**src/rtl/gbr_pkg.sv**
```systemverilog
// Shared types, constants and the per-channel kernel for the 3x3 RGB blur.
// No dependencies; imported by every module of the block.
`timescale 1ns / 1ps

package gbr_pkg;

    localparam int ROW_W      = 16;
    localparam int COL_W      = 10;
    localparam int CH_W       = 8;
    localparam int PIX_W      = 3 * CH_W;
    localparam int FW_W       = 11;
    localparam int CFG_IDX_W  = 2;
    localparam int CFG_DATA_W = 16;

    localparam int FIFO_DEPTH = 4;
    localparam int FIFO_AW    = $clog2(FIFO_DEPTH);
    localparam int LVL_W      = FIFO_AW + 1;

    localparam logic [CFG_IDX_W-1:0] REG_FRAME_WIDTH  = 2'd0;
    localparam logic [CFG_IDX_W-1:0] REG_FRAME_HEIGHT = 2'd1;

    localparam logic [FW_W-1:0]  FRAME_WIDTH_RST  = 11'd500;
    localparam logic [ROW_W-1:0] FRAME_HEIGHT_RST = 16'd500;

    // result slots of one pixel word
    localparam int EMIT_CENTRE = 0;
    localparam int EMIT_RIGHT  = 1;
    localparam int EMIT_BOTTOM = 2;

    typedef logic [PIX_W-1:0] pixel_t;

    typedef struct packed {
        logic [ROW_W-1:0] row;
        logic [COL_W-1:0] col;
        pixel_t           px;
        pixel_t           mid;
        pixel_t           val0;
        logic [2:0]       emit;
    } work_t;

    function automatic logic [CH_W-1:0] blur_chan(
        input logic [CH_W-1:0] t0, input logic [CH_W-1:0] m0, input logic [CH_W-1:0] b0,
        input logic [CH_W-1:0] t1, input logic [CH_W-1:0] m1, input logic [CH_W-1:0] b1,
        input logic [CH_W-1:0] t2, input logic [CH_W-1:0] m2, input logic [CH_W-1:0] b2);
        logic [11:0] s;
        s = 12'(t0) + (12'(t1) << 1) + 12'(t2)
          + (12'(m0) << 1) + (12'(m1) << 2) + (12'(m2) << 1)
          + 12'(b0) + (12'(b1) << 1) + 12'(b2) + 12'd8;
        return s[11:4];
    endfunction

endpackage

```
**src/rtl/gbr_fifo.sv**
```systemverilog
// Short work queue between the front end and the result sequencer.
// Uses gbr_pkg for the record type and depth.
`timescale 1ns / 1ps

module gbr_fifo (
    input  logic                      clk,
    input  logic                      rst_n,
    input  logic                      push,
    input  gbr_pkg::work_t            push_data,
    input  logic                      pop,
    output gbr_pkg::work_t            head,
    output logic                      head_valid,
    output logic [gbr_pkg::LVL_W-1:0] level
);
    import gbr_pkg::*;

    work_t              mem [FIFO_DEPTH];
    logic [FIFO_AW-1:0] wr_ptr_reg;
    logic [FIFO_AW-1:0] rd_ptr_reg;
    logic [LVL_W-1:0]   count_reg;
    logic               do_pop;

    assign head_valid = (count_reg != '0);
    assign head       = mem[rd_ptr_reg];
    assign level      = count_reg;
    assign do_pop     = pop && head_valid;

    always_ff @(posedge clk or negedge rst_n)
    begin
        if (!rst_n)
        begin
            wr_ptr_reg <= '0;
            rd_ptr_reg <= '0;
            count_reg  <= '0;
        end
        else
        begin
            if (push)
                wr_ptr_reg <= wr_ptr_reg + FIFO_AW'(1);
            if (do_pop)
                rd_ptr_reg <= rd_ptr_reg + FIFO_AW'(1);
            if (push && !do_pop)
                count_reg <= count_reg + LVL_W'(1);
            else if (do_pop && !push)
                count_reg <= count_reg - LVL_W'(1);
        end
    end

    always_ff @(posedge clk)
    begin
        if (push)
            mem[wr_ptr_reg] <= push_data;
    end

endmodule

```
**config.mk**
```make
export PLATFORM = sky130hd
export DESIGN_NAME = gbr_fifo
export DESIGN_NICKNAME = d
export VERILOG_FILES = /design/src/rtl/gbr_pkg.sv /design/src/rtl/gbr_fifo.sv
export SDC_FILE = /design/constraint.sdc
export NUM_CORES = 1
export LEC_CHECK = 0
export ABC_AREA = 1
export BUFFER_PORTS_ARGS = -buffer_cell sky130_fd_sc_hd__buf_4
export CAP_MARGIN = 10
export CORE_ASPECT_RATIO = 0.8
export CORE_MARGIN = 4
export CORE_UTILIZATION = 45
export DETAILED_ROUTE_END_ITERATION = 16
export PLACE_DENSITY_LB_ADDON = 0.1
export SKIP_CTS_REPAIR_TIMING = 1
export SLEW_MARGIN = 20
export SYNTH_ARGS = -nofsm -noshare
export SYNTH_HDL_FRONTEND = slang
export SYNTH_SLANG_ARGS = --single-unit
```
**constraint.sdc**
```tcl
create_clock -name clk -period 3.15 [get_ports clk]
set_clock_uncertainty 0.05 [all_clocks]
set_input_delay 0.315 -clock clk [delete_from_list [all_inputs] [get_ports clk]]
set_output_delay 0.315 -clock clk [all_outputs]
set_load 0.05 [all_outputs]
```
==> flow_metrics.env <==
export IMPL_status="finished, violations left"
export IMPL_io_buffers=209
export IMPL_drtAntennaViolNets=0
export IMPL_synth_seq_area_share_pct=74.6
export IMPL_synthDistinctLibCells=18
export IMPL_vias=9854
export IMPL_worstMarginPinSlew_ns=0.625
export IMPL_min_to="rd_ptr_reg[0]$_DFFE_PN0P_"
export IMPL_numCtsBuffers=42
export IMPL_seq_area_um2=12300
export IMPL_failed_checks="negative hold slack"
export IMPL_initial_core_util_pct=45.8
export IMPL_worst_hold_path_type="input pin to flop"
export IMPL_cts_root_buf="clkbuf_16"
export IMPL_fill_cells=2942
export IMPL_hold_ws_ns=-0.0129
export IMPL_dp_cells=1875
export IMPL_core_area_um2=36100
export IMPL_die_h_um=179
export IMPL_synth_top_area_share_pct=73.5
export IMPL_combPwrFrac_pct=44.7
export IMPL_power_switching_w=0.00935
export IMPL_peakVddDrop_mv=0.677
export IMPL_multi_input_area_um2=2860
export IMPL_cp_start_kind="flop"
export IMPL_pwr_share_clk_pct=21.5
export IMPL_whs_path_depth=3
export IMPL_grt_max_degree=124
export IMPL_dr_first_iter_drc_count=525
export IMPL_path_clk_slew_ns=0.06
export IMPL_post_layout_nonfiller_instances=2051
export IMPL_track_usage_pct=16.7
export IMPL_final_area_um2=20800
export IMPL_hold_start="pop"
export IMPL_drv_cap=0
export IMPL_dpl_cell_area_um2=18500
export IMPL_avgSynthCellArea_um2=13.4
export IMPL_grt_pass1_vias=9397
export IMPL_vias_per_cell=4.80
export IMPL_grt_overflow=0
export IMPL_endpoint_kind="output port"
export IMPL_critPathLaunch="rd_ptr_reg[0]$_DFFE_PN0P_"
export IMPL_cellPowerDensity_nw_per_um2=1050
export IMPL_ff2ff_path_depth=10
export IMPL_wl_um=34500
export IMPL_cts_sinks=411
export IMPL_grt_antenna_before_repair=3
export IMPL_synth_largest_area_cell="edfxtp_1"
export IMPL_rsz0062_at_grt="no"
export IMPL_p_leak_nw=8.36
export IMPL_period_minus_slack_ns=2.82
export IMPL_path_cells="clkinv_8 > buf_4 > nand2_1 > o211ai_1 > nand2_1 > buf_4"
export IMPL_setup_viol=0
export IMPL_cp_slowest_stage_delay_ns=0.49
export IMPL_hold_violations=1
export IMPL_slew_viol_final=0
export IMPL_power_total_w=0.0219
export IMPL_fmax_ghz=0.355
export IMPL_cp_max_fo=123
export IMPL_dp_hpwl_um=19900
export IMPL_die_area_um2=39800
export IMPL_regToRegStartpoint="level[0]$_DFFE_PN0P_"
export IMPL_syn_inst=1232
export IMPL_drcViolationCount=0
export IMPL_slew_headroom_pct=58.3
export IMPL_num_io_pins=210
export IMPL_place_congestion=0.741
export IMPL_p_int_w=0.0125
export IMPL_crit_type="flop to output port"
export IMPL_cts_tree="yes"
export IMPL_drt_first_pass_iters=5
export IMPL_arrival_ns=2.45
export IMPL_reg2reg_slack_ns=1.25
export IMPL_syn_to_final_growth_pct=25.9
export IMPL_largest_register_ffs=404
export IMPL_period_share_pct=89.4
export IMPL_tns_ns=0
export IMPL_clkLatencyLatePin_ns=0.53
export IMPL_switching_share_pct=42.8
export IMPL_syn_num_nets=1343
export IMPL_grt_pass1_wl_um=52000
export IMPL_yosysWarnings=0
export IMPL_timing_rr_end="level[2]$_DFFE_PN0P_"
export IMPL_seqPwrFrac_pct=33.8
export IMPL_fp_dieW_um=222
export IMPL_syn_area_um2=16500
export IMPL_synth_area_leaders="edfxtp_1, o211ai_1, nand2_1, inv_1, buf_6"
export IMPL_drive_gt1_share_pct=18.9
export IMPL_post_drt_wl_per_cell_um=16.8
export IMPL_cp_slowest_cell="dfrtp_1"
export IMPL_layout_nets=1653
export IMPL_worstPathRequired_ns=2.78
export IMPL_regMostFlops="mem"
export IMPL_ys_ff_latch=411
export IMPL_cts_max_level=2
export IMPL_cts_buffer_depth=3
export IMPL_placementRows=62
-- final cells by class --
class | count | area share, %
flip-flops and latches | 411 | 59.3
repair buffers | 333 | 13.9
multi-input cells | 539 | 13.8
clock buffers | 46 | 5.23
inverters | 215 | 4.01
well taps | 480 | 2.89
clock inverters | 25 | 0.952
diodes | 2 | 0.0241
-- placed cells by master, fill, tap and decap left out, types with 2 or more instances in the layout --
| cell | netlist | layout |
|---|---|---|
| nand2_1 | 323 | 323 |
| inv_4 | 1 | 5 |
| diode_2 | 0 | 2 |
| clkinvlp_4 | 0 | 2 |
| buf_4 | 2 | 220 |
| clkbuf_1 | 10 | 3 |
| clkinv_2 | 0 | 10 |
| inv_1 | 214 | 209 |
| nand3_1 | 3 | 3 |
| bufinv_16 | 0 | 3 |
| clkbuf_16 | 0 | 43 |
| dlygate4sd3_1 | 0 | 103 |
| edfxtp_1 | 404 | 404 |
| dfrtp_1 | 7 | 6 |
| clkinv_1 | 0 | 9 |
| o211ai_1 | 202 | 202 |
| buf_12 | 0 | 10 |
| ha_1 | 5 | 5 |
-- metrics by stage --
step	hold WS [ns]	setup slack, ns	utilization (%)
2_1_floorplan	-0.0306	0.00929	-
3_3_place_gp	0.0893	0.972	51.2
3_5_place_dp	0.0921	0.944	51.2
4_1_cts	-0.490	0.351	54.7
5_1_grt	0.00377	0.181	57.6
6_report	-0.0129	0.335	57.6
-- power groups by stage --
stage / Sequential, W / Combinational [W] / Clock (W)
floorplan: 0.00760 / 0.00704 / 0
global placement: 0.00748 / 0.00977 / 0
detailed placement: 0.00751 / 0.00982 / 0
CTS: 0.00739 / 0.00985 / 0.00483
global route: 0.00746 / 0.0105 / 0.00504
finish: 0.00738 / 0.00979 / 0.00471
-- cells in the mapped netlist (all sizes together) --
library cell	count
fa	1
o21ai	1
inv	215
nand2	323
xnor2	1
xor2	1
ha	5
clkbuf	10
buf	57
dfrtp	7
o211ai	202
nor2	1
nand3	3
nand4	1
edfxtp	404
-- routing by layer --
layer / GRT usage, % / wire (um)
met4: 5.11 / 779
met5: 0 / 13
met3: 3.81 / 1630
met2: 27.9 / 16600
met1: 22.1 / 15500
-- critical path: cells and delay by family (launching register included) --
kind / cells / cell delay, ns
AOI/OAI and AO/OA: 1 / 0.08
buffers and inverters: 3 / 1.00
DFF: 1 / 0.49
and+or+nand+nor: 2 / 0.22
-- how the worst max path moves through the flow --
stage               slack (ns)  cells past startpoint                  end
finish                    0.33                      6             head[84]
global placement          0.97                      6             head[26]
detailed placement        0.94                      6             head[45]
global route              0.18                      6             head[42]
CTS                       0.35                      6             head[45]
floorplan                0.009                      4  mem[0][0]$_DFFE_PP_
-- cells by family (layout without fill, tap and decap cells) --
logic type | after synthesis | count (layout) | share of synthesized area [%]
AOI/OAI and AO/OA | 203 | 203 | 9.22
adders and majority gates | 6 | 6 | 0.500
buffers and inverters | 282 | 619 | 8.10
other | 0 | 2 | 0
xor gates and xnor gates | 2 | 2 | 0.106
DFF | 411 | 411 | 74.6
and+or+nand+nor | 328 | 328 | 7.50
No activity file was read; power rests on OpenSTA's default activity.
