--- src/rtl/gbr_pkg.sv ---
// Shared types, constants and the per-channel kernel for the 3x3 RGB blur.
// No dependencies; imported by every module of the block.
`timescale 1ns / 1ps

package gbr_pkg;

    localparam int ROW_W      = 16;
    localparam int COL_W      = 10;
    localparam int CH_W       = 8;
    localparam int PIX_W      = 3 * CH_W;
    localparam int FW_W       = 11;
    localparam int CFG_IDX_W  = 2;
    localparam int CFG_DATA_W = 16;

    localparam int FIFO_DEPTH = 4;
    localparam int FIFO_AW    = $clog2(FIFO_DEPTH);
    localparam int LVL_W      = FIFO_AW + 1;

    localparam logic [CFG_IDX_W-1:0] REG_FRAME_WIDTH  = 2'd0;
    localparam logic [CFG_IDX_W-1:0] REG_FRAME_HEIGHT = 2'd1;

    localparam logic [FW_W-1:0]  FRAME_WIDTH_RST  = 11'd500;
    localparam logic [ROW_W-1:0] FRAME_HEIGHT_RST = 16'd500;

    // result slots of one pixel word
    localparam int EMIT_CENTRE = 0;
    localparam int EMIT_RIGHT  = 1;
    localparam int EMIT_BOTTOM = 2;

    typedef logic [PIX_W-1:0] pixel_t;

    typedef struct packed {
        logic [ROW_W-1:0] row;
        logic [COL_W-1:0] col;
        pixel_t           px;
        pixel_t           mid;
        pixel_t           val0;
        logic [2:0]       emit;
    } work_t;

    function automatic logic [CH_W-1:0] blur_chan(
        input logic [CH_W-1:0] t0, input logic [CH_W-1:0] m0, input logic [CH_W-1:0] b0,
        input logic [CH_W-1:0] t1, input logic [CH_W-1:0] m1, input logic [CH_W-1:0] b1,
        input logic [CH_W-1:0] t2, input logic [CH_W-1:0] m2, input logic [CH_W-1:0] b2);
        logic [11:0] s;
        s = 12'(t0) + (12'(t1) << 1) + 12'(t2)
          + (12'(m0) << 1) + (12'(m1) << 2) + (12'(m2) << 1)
          + 12'(b0) + (12'(b1) << 1) + 12'(b2) + 12'd8;
        return s[11:4];
    endfunction

endpackage

--- src/rtl/gbr_back.sv ---
// Result sequencer: expands each work record into its zero to three results
// and holds them in the output register. Uses gbr_pkg.
`timescale 1ns / 1ps

module gbr_back (
    input  logic                      clk,
    input  logic                      rst_n,
    input  gbr_pkg::work_t            head,
    input  logic                      head_valid,
    output logic                      pop,
    output logic                      out_valid,
    input  logic                      out_stall,
    output logic [gbr_pkg::ROW_W-1:0] out_row,
    output logic [gbr_pkg::COL_W-1:0] out_col,
    output logic [gbr_pkg::CH_W-1:0]  out_blue,
    output logic [gbr_pkg::CH_W-1:0]  out_green,
    output logic [gbr_pkg::CH_W-1:0]  out_red,
    output logic                      run_last
);
    import gbr_pkg::*;

    logic             out_valid_reg;
    logic [2:0]       done_reg;
    logic [ROW_W-1:0] row_reg;
    logic [COL_W-1:0] col_reg;
    pixel_t           pix_reg;
    logic             last_reg;

    logic [2:0]       pending;
    logic [2:0]       pick;
    logic             is_last;
    logic             take;
    logic             emit_now;
    logic [ROW_W-1:0] row_sel;
    logic [COL_W-1:0] col_sel;
    pixel_t           pix_sel;

    always_comb
    begin
        pending = head.emit & ~done_reg;
        pick    = '0;
        if (pending[EMIT_CENTRE])
            pick[EMIT_CENTRE] = 1'b1;
        else if (pending[EMIT_RIGHT])
            pick[EMIT_RIGHT] = 1'b1;
        else if (pending[EMIT_BOTTOM])
            pick[EMIT_BOTTOM] = 1'b1;
        is_last  = ((pending & ~pick) == '0);
        take     = head_valid && (!out_valid_reg || !out_stall);
        emit_now = take && (pending != '0);
        pop      = take && ((pending == '0) || is_last);

        if (pick[EMIT_CENTRE])
        begin
            row_sel = head.row - ROW_W'(1);
            col_sel = head.col - COL_W'(1);
            pix_sel = head.val0;
        end
        else if (pick[EMIT_RIGHT])
        begin
            row_sel = head.row - ROW_W'(1);
            col_sel = head.col;
            pix_sel = head.mid;
        end
        else
        begin
            row_sel = head.row;
            col_sel = head.col;
            pix_sel = head.px;
        end
    end

    always_ff @(posedge clk or negedge rst_n)
    begin
        if (!rst_n)
        begin
            out_valid_reg <= 1'b0;
            done_reg      <= '0;
        end
        else
        begin
            if (emit_now)
                out_valid_reg <= 1'b1;
            else if (!out_stall)
                out_valid_reg <= 1'b0;
            if (pop)
                done_reg <= '0;
            else if (emit_now)
                done_reg <= done_reg | pick;
        end
    end

    always_ff @(posedge clk)
    begin
        if (emit_now)
        begin
            row_reg  <= row_sel;
            col_reg  <= col_sel;
            pix_reg  <= pix_sel;
            last_reg <= is_last;
        end
    end

    assign out_valid = out_valid_reg;
    assign out_row   = row_reg;
    assign out_col   = col_reg;
    assign out_blue  = pix_reg[CH_W-1:0];
    assign out_green = pix_reg[2*CH_W-1:CH_W];
    assign out_red   = pix_reg[3*CH_W-1:2*CH_W];
    assign run_last  = last_reg;

endmodule

--- config.mk ---
export PLATFORM = sky130hd
export DESIGN_NAME = gbr_back
export DESIGN_NICKNAME = d
export VERILOG_FILES = /design/src/rtl/gbr_pkg.sv /design/src/rtl/gbr_back.sv
export SDC_FILE = /design/constraint.sdc
export NUM_CORES = 1
export LEC_CHECK = 0
export ABC_AREA = 1
export ABC_CLOCK_PERIOD_IN_PS = 2500
export BUFFER_PORTS_ARGS = -buffer_cell sky130_fd_sc_hd__buf_2
export CAP_MARGIN = 20
export CORE_MARGIN = 2
export CORE_UTILIZATION = 41
export DETAILED_ROUTE_END_ITERATION = 12
export HOLD_SLACK_MARGIN = 0.1
export PLACE_DENSITY = 0.87
export SYNTH_ARGS = -nofsm -noshare
export SYNTH_HDL_FRONTEND = slang
export SYNTH_SLANG_ARGS = --single-unit
export TNS_END_PERCENT = 50
--- constraint.sdc ---
create_clock -name clk -period 2.5 [get_ports clk]
set_clock_uncertainty 0.15 [all_clocks]
set_input_delay 0.625 -clock clk [delete_from_list [all_inputs] [get_ports clk]]
set_output_delay 0.625 -clock clk [all_outputs]
set_load 0.02 [all_outputs]
==> metrics.md <==
| Metric | Value |
|---|---|
| Setup Fix Bufs, Post-CTS | 0 |
| Synthesized area per cell | 9.628 µm² |
| Slowest Stage Delay on Critical Path | 0.43 ns |
| Slowest stage cell, crit path | dfrtp_1 |
| Setup CP Type | reg -> out |
| Final Max Slew Viols | 0 |
| Num rows | 30 |
| Crit share post-route | 90.32% |
| Worst Reg-to-Reg Cells | 6 |
| Final worst slack | 0.2420 ns |
| Antenna Nets Post-Route | 0 |
| Number of setup violations in the final report | 0 |
| Register area share after synthesis | 56.11% |
| WL/cell | 13.26 µm |
| Critical Path AT | 1.48 ns |
| Commonest cells post-synth | 94 x nand2_1, 51 x edfxtp_1, 36 x inv_1 |
| Crit path required time | 1.73 ns |
| Pin count of the biggest net entering global routing | 35 |
| Fmax | 442.9 MHz |
| CP Launch Type | flip-flop |
| Max-cap viol count | 0 |
| Final count of hold timing violations | 0 |
| Area leader, netlist | edfxtp_1 |
| Buffers on Ports | 157 |
| RePlAce Congestion | 0.9170 |
| FF-to-FF End | pix_reg[9] |
| Antenna fix cells | 0 |
| Worst slew margin | 65.44% |
| DR vias/cell | 4.739 |
| DR iter-0 viols | 149 |
| CTS Buf Count | 5 |
| Ports | 158 |
| Worst path cell trace | inv_2, nand2_4, o21bai_1, nand2_1, nand2_1, inv_1, buf_2 |
| H-tree depth | 2 |
| Core ar. | 0.006832 mm² |
| TritonCTS clock tree | done |
| Die ar. | 0.007782 mm² |
| Die width | 88.22 µm |
| Max reg flops | 24 |
| Grt total ovfl | 0 |
| Critical path endpoint category | primary output |
| Later-pin clock latency in the skew report | 0.30 ns |
| Reg-to-reg slack, setup | 0.64 ns |
| Peak supply drop | 0.0003510 V |
| Number of flops mapped to enable cells by yosys | 51 |
| Area Growth Syn to Fin | 35.24% |
| Crit. Startpoint | done_reg[0] |
| Gate count of the mapped netlist | 302 |
| Share of layout cells above drive strength 1 | 41.76% |
| Vias in the first global route | 2573 |
| Clk pin slew, worst setup/hold paths | 0.09 ns |
| Status | finished, final reports clean |
| Dpl ws | 0.2715 ns |
| Most numerous cell in the Yosys netlist | nand2_1 |
| DRC Markers | 0 |
| End point of the critical path | pop |
| Final setup TNS | 0 ns |
| Initial antenna violation count | 0 |
| Async SR Flop Fraction | 7.273% |
| Leak | 1.901 nW |
| Synth top area cells | edfxtp_1 53%, nand2_1 12%, inv_1 4.6%, nand3_1 4.3%, dfrtp_1 3.4% |
| FF+latch count, synth | 55 |
| Starting Density | 42.56% |
| RSZ-0062 raised after global routing | false |
| Worst Hold Class | reg -> reg |
| Final HPWL DP | 5993 µm |
| Root buffer cell | clkbuf_8 |
| Distinct cell type count after synthesis | 32 |
| GRT Overall Usage | 18.71% |
| Worst slew pin tran | 0.5172 ns |
| Synth Cell Area | 0.002908 mm² |
| First-pass GRT wire length | 11270 µm |
| Total number of vias | 2668 |
| Nets@finish | 573 |
| P per Cell Area | 651.1 mW/mm² |
| Chip Height | 88.22 µm |
| Post-Synthesis Net Count | 409 |
| CTS sink cnt | 55 |
| Post-layout min period | 2.258 ns |
| RR Startpoint | done_reg[1] |
| Clk buf depth | 2 |
| Top_reg_cell synth | edfxtp_1 |
| Worst-path fanout max | 8 |
| Synth warn | 0 |
| Cell repeated most along the worst path | nand2_1 |
| DR pass1 iterations | 4 |
| Total Wirelength | 7464 µm |
| Area fraction of the dominant cell type after synthesis | 52.67% |
metrics by stage:
stage	hold WS (ns)	utilization (%)	std cells	area, µm²	power [mW]
2_1_floorplan	0.1794	-	302	2912	1.732
3_3_place_gp	0.2842	55.84	554	3815	1.992
3_5_place_dp	0.2866	55.84	554	3815	2.018
4_1_cts	0.3524	57.56	563	3933	2.593
5_1_grt	0.3957	57.56	563	3933	2.712
6_report	0.3456	57.56	563	3933	2.560
repair_timing:
| action | 4_1_cts | 5_1_grt |
|---|---|---|
| setup endpoints to repair | 0 | 0 |
| resized for setup | 0 | 0 |
| hold buffers | 1 | 0 |
| hold endpoints to repair | 4 | 0 |
routing by layer:
layer | track usage (%) | part of all wire (%) | vias up
met2 | 34.11 | 52 | 110
met3 | 3.172 | 5.6 | 20
li1 | - | - | 1332
met5 | 0 | 0 | -
met1 | 21.85 | 39 | 1206
met4 | 7.438 | 2.9 | 0
critical path, delay by kind of cell, from the launching register on:
family                 cells  cell delay, ns
DFF                        1            0.43
buffers and inverters      3            0.30
and+or+nand+nor            3            0.30
AOI/OAI and AO/OA          1            0.15
report_power, final:
group / leakage [nW] / internal, mW / switching [mW]
Sequential: 0.535 / 1.18 / 0.0363
Clock: 0.0556 / 0.294 / 0.274
Combinational: 1.31 / 0.258 / 0.514
Total: 1.90 / 1.74 / 0.824
how the worst min path moves through the flow:
stage	cells after the start	endpoint	from	slack (ns)
finish	2	done_reg[2]	done_reg[2]	0.35
global route	2	done_reg[2]	done_reg[2]	0.40
CTS	2	done_reg[2]	done_reg[2]	0.35
detailed placement	1	out_valid	rst_n	0.29
global placement	1	out_valid	rst_n	0.28
floorplan	0	done_reg[0]	rst_n	0.18
cell usage in the layout (no fill, tap or decap), types with 6 or more instances in the layout:
| master | count |
|---|---|
| o21ai_1 | 6 |
| o22ai_1 | 9 |
| nand2_1 | 94 |
| xor2_1 | 11 |
| edfxtp_1 | 51 |
| o21ai_0 | 14 |
| buf_2 | 157 |
| buf_4 | 6 |
| nand3_1 | 25 |
| nor2_1 | 6 |
| inv_1 | 35 |
cells by family (layout without fill, tap and decap cells):
| logic type | after synthesis | in the layout | share of synthesized area (%) |
|---|---|---|---|
| buf+inv | 48 | 213 | 7.014 |
| compound gates | 30 | 30 | 5.637 |
| fa+ha+maj | 2 | 2 | 0.8604 |
| xor+xnor | 13 | 13 | 3.916 |
| simple gates | 154 | 154 | 26.46 |
| flops | 55 | 55 | 56.11 |
layout make-up:
cell class	count	area [µm²]
clock buffer	5	68.82
inverter	41	160.2
multi-input combinational	199	1072
sequential	55	1632
tap	96	120.1
fill	602	2899
timing repair buffer	164	840.8
clock inverter	3	38.79
Power figures use the tool's default switching activity.
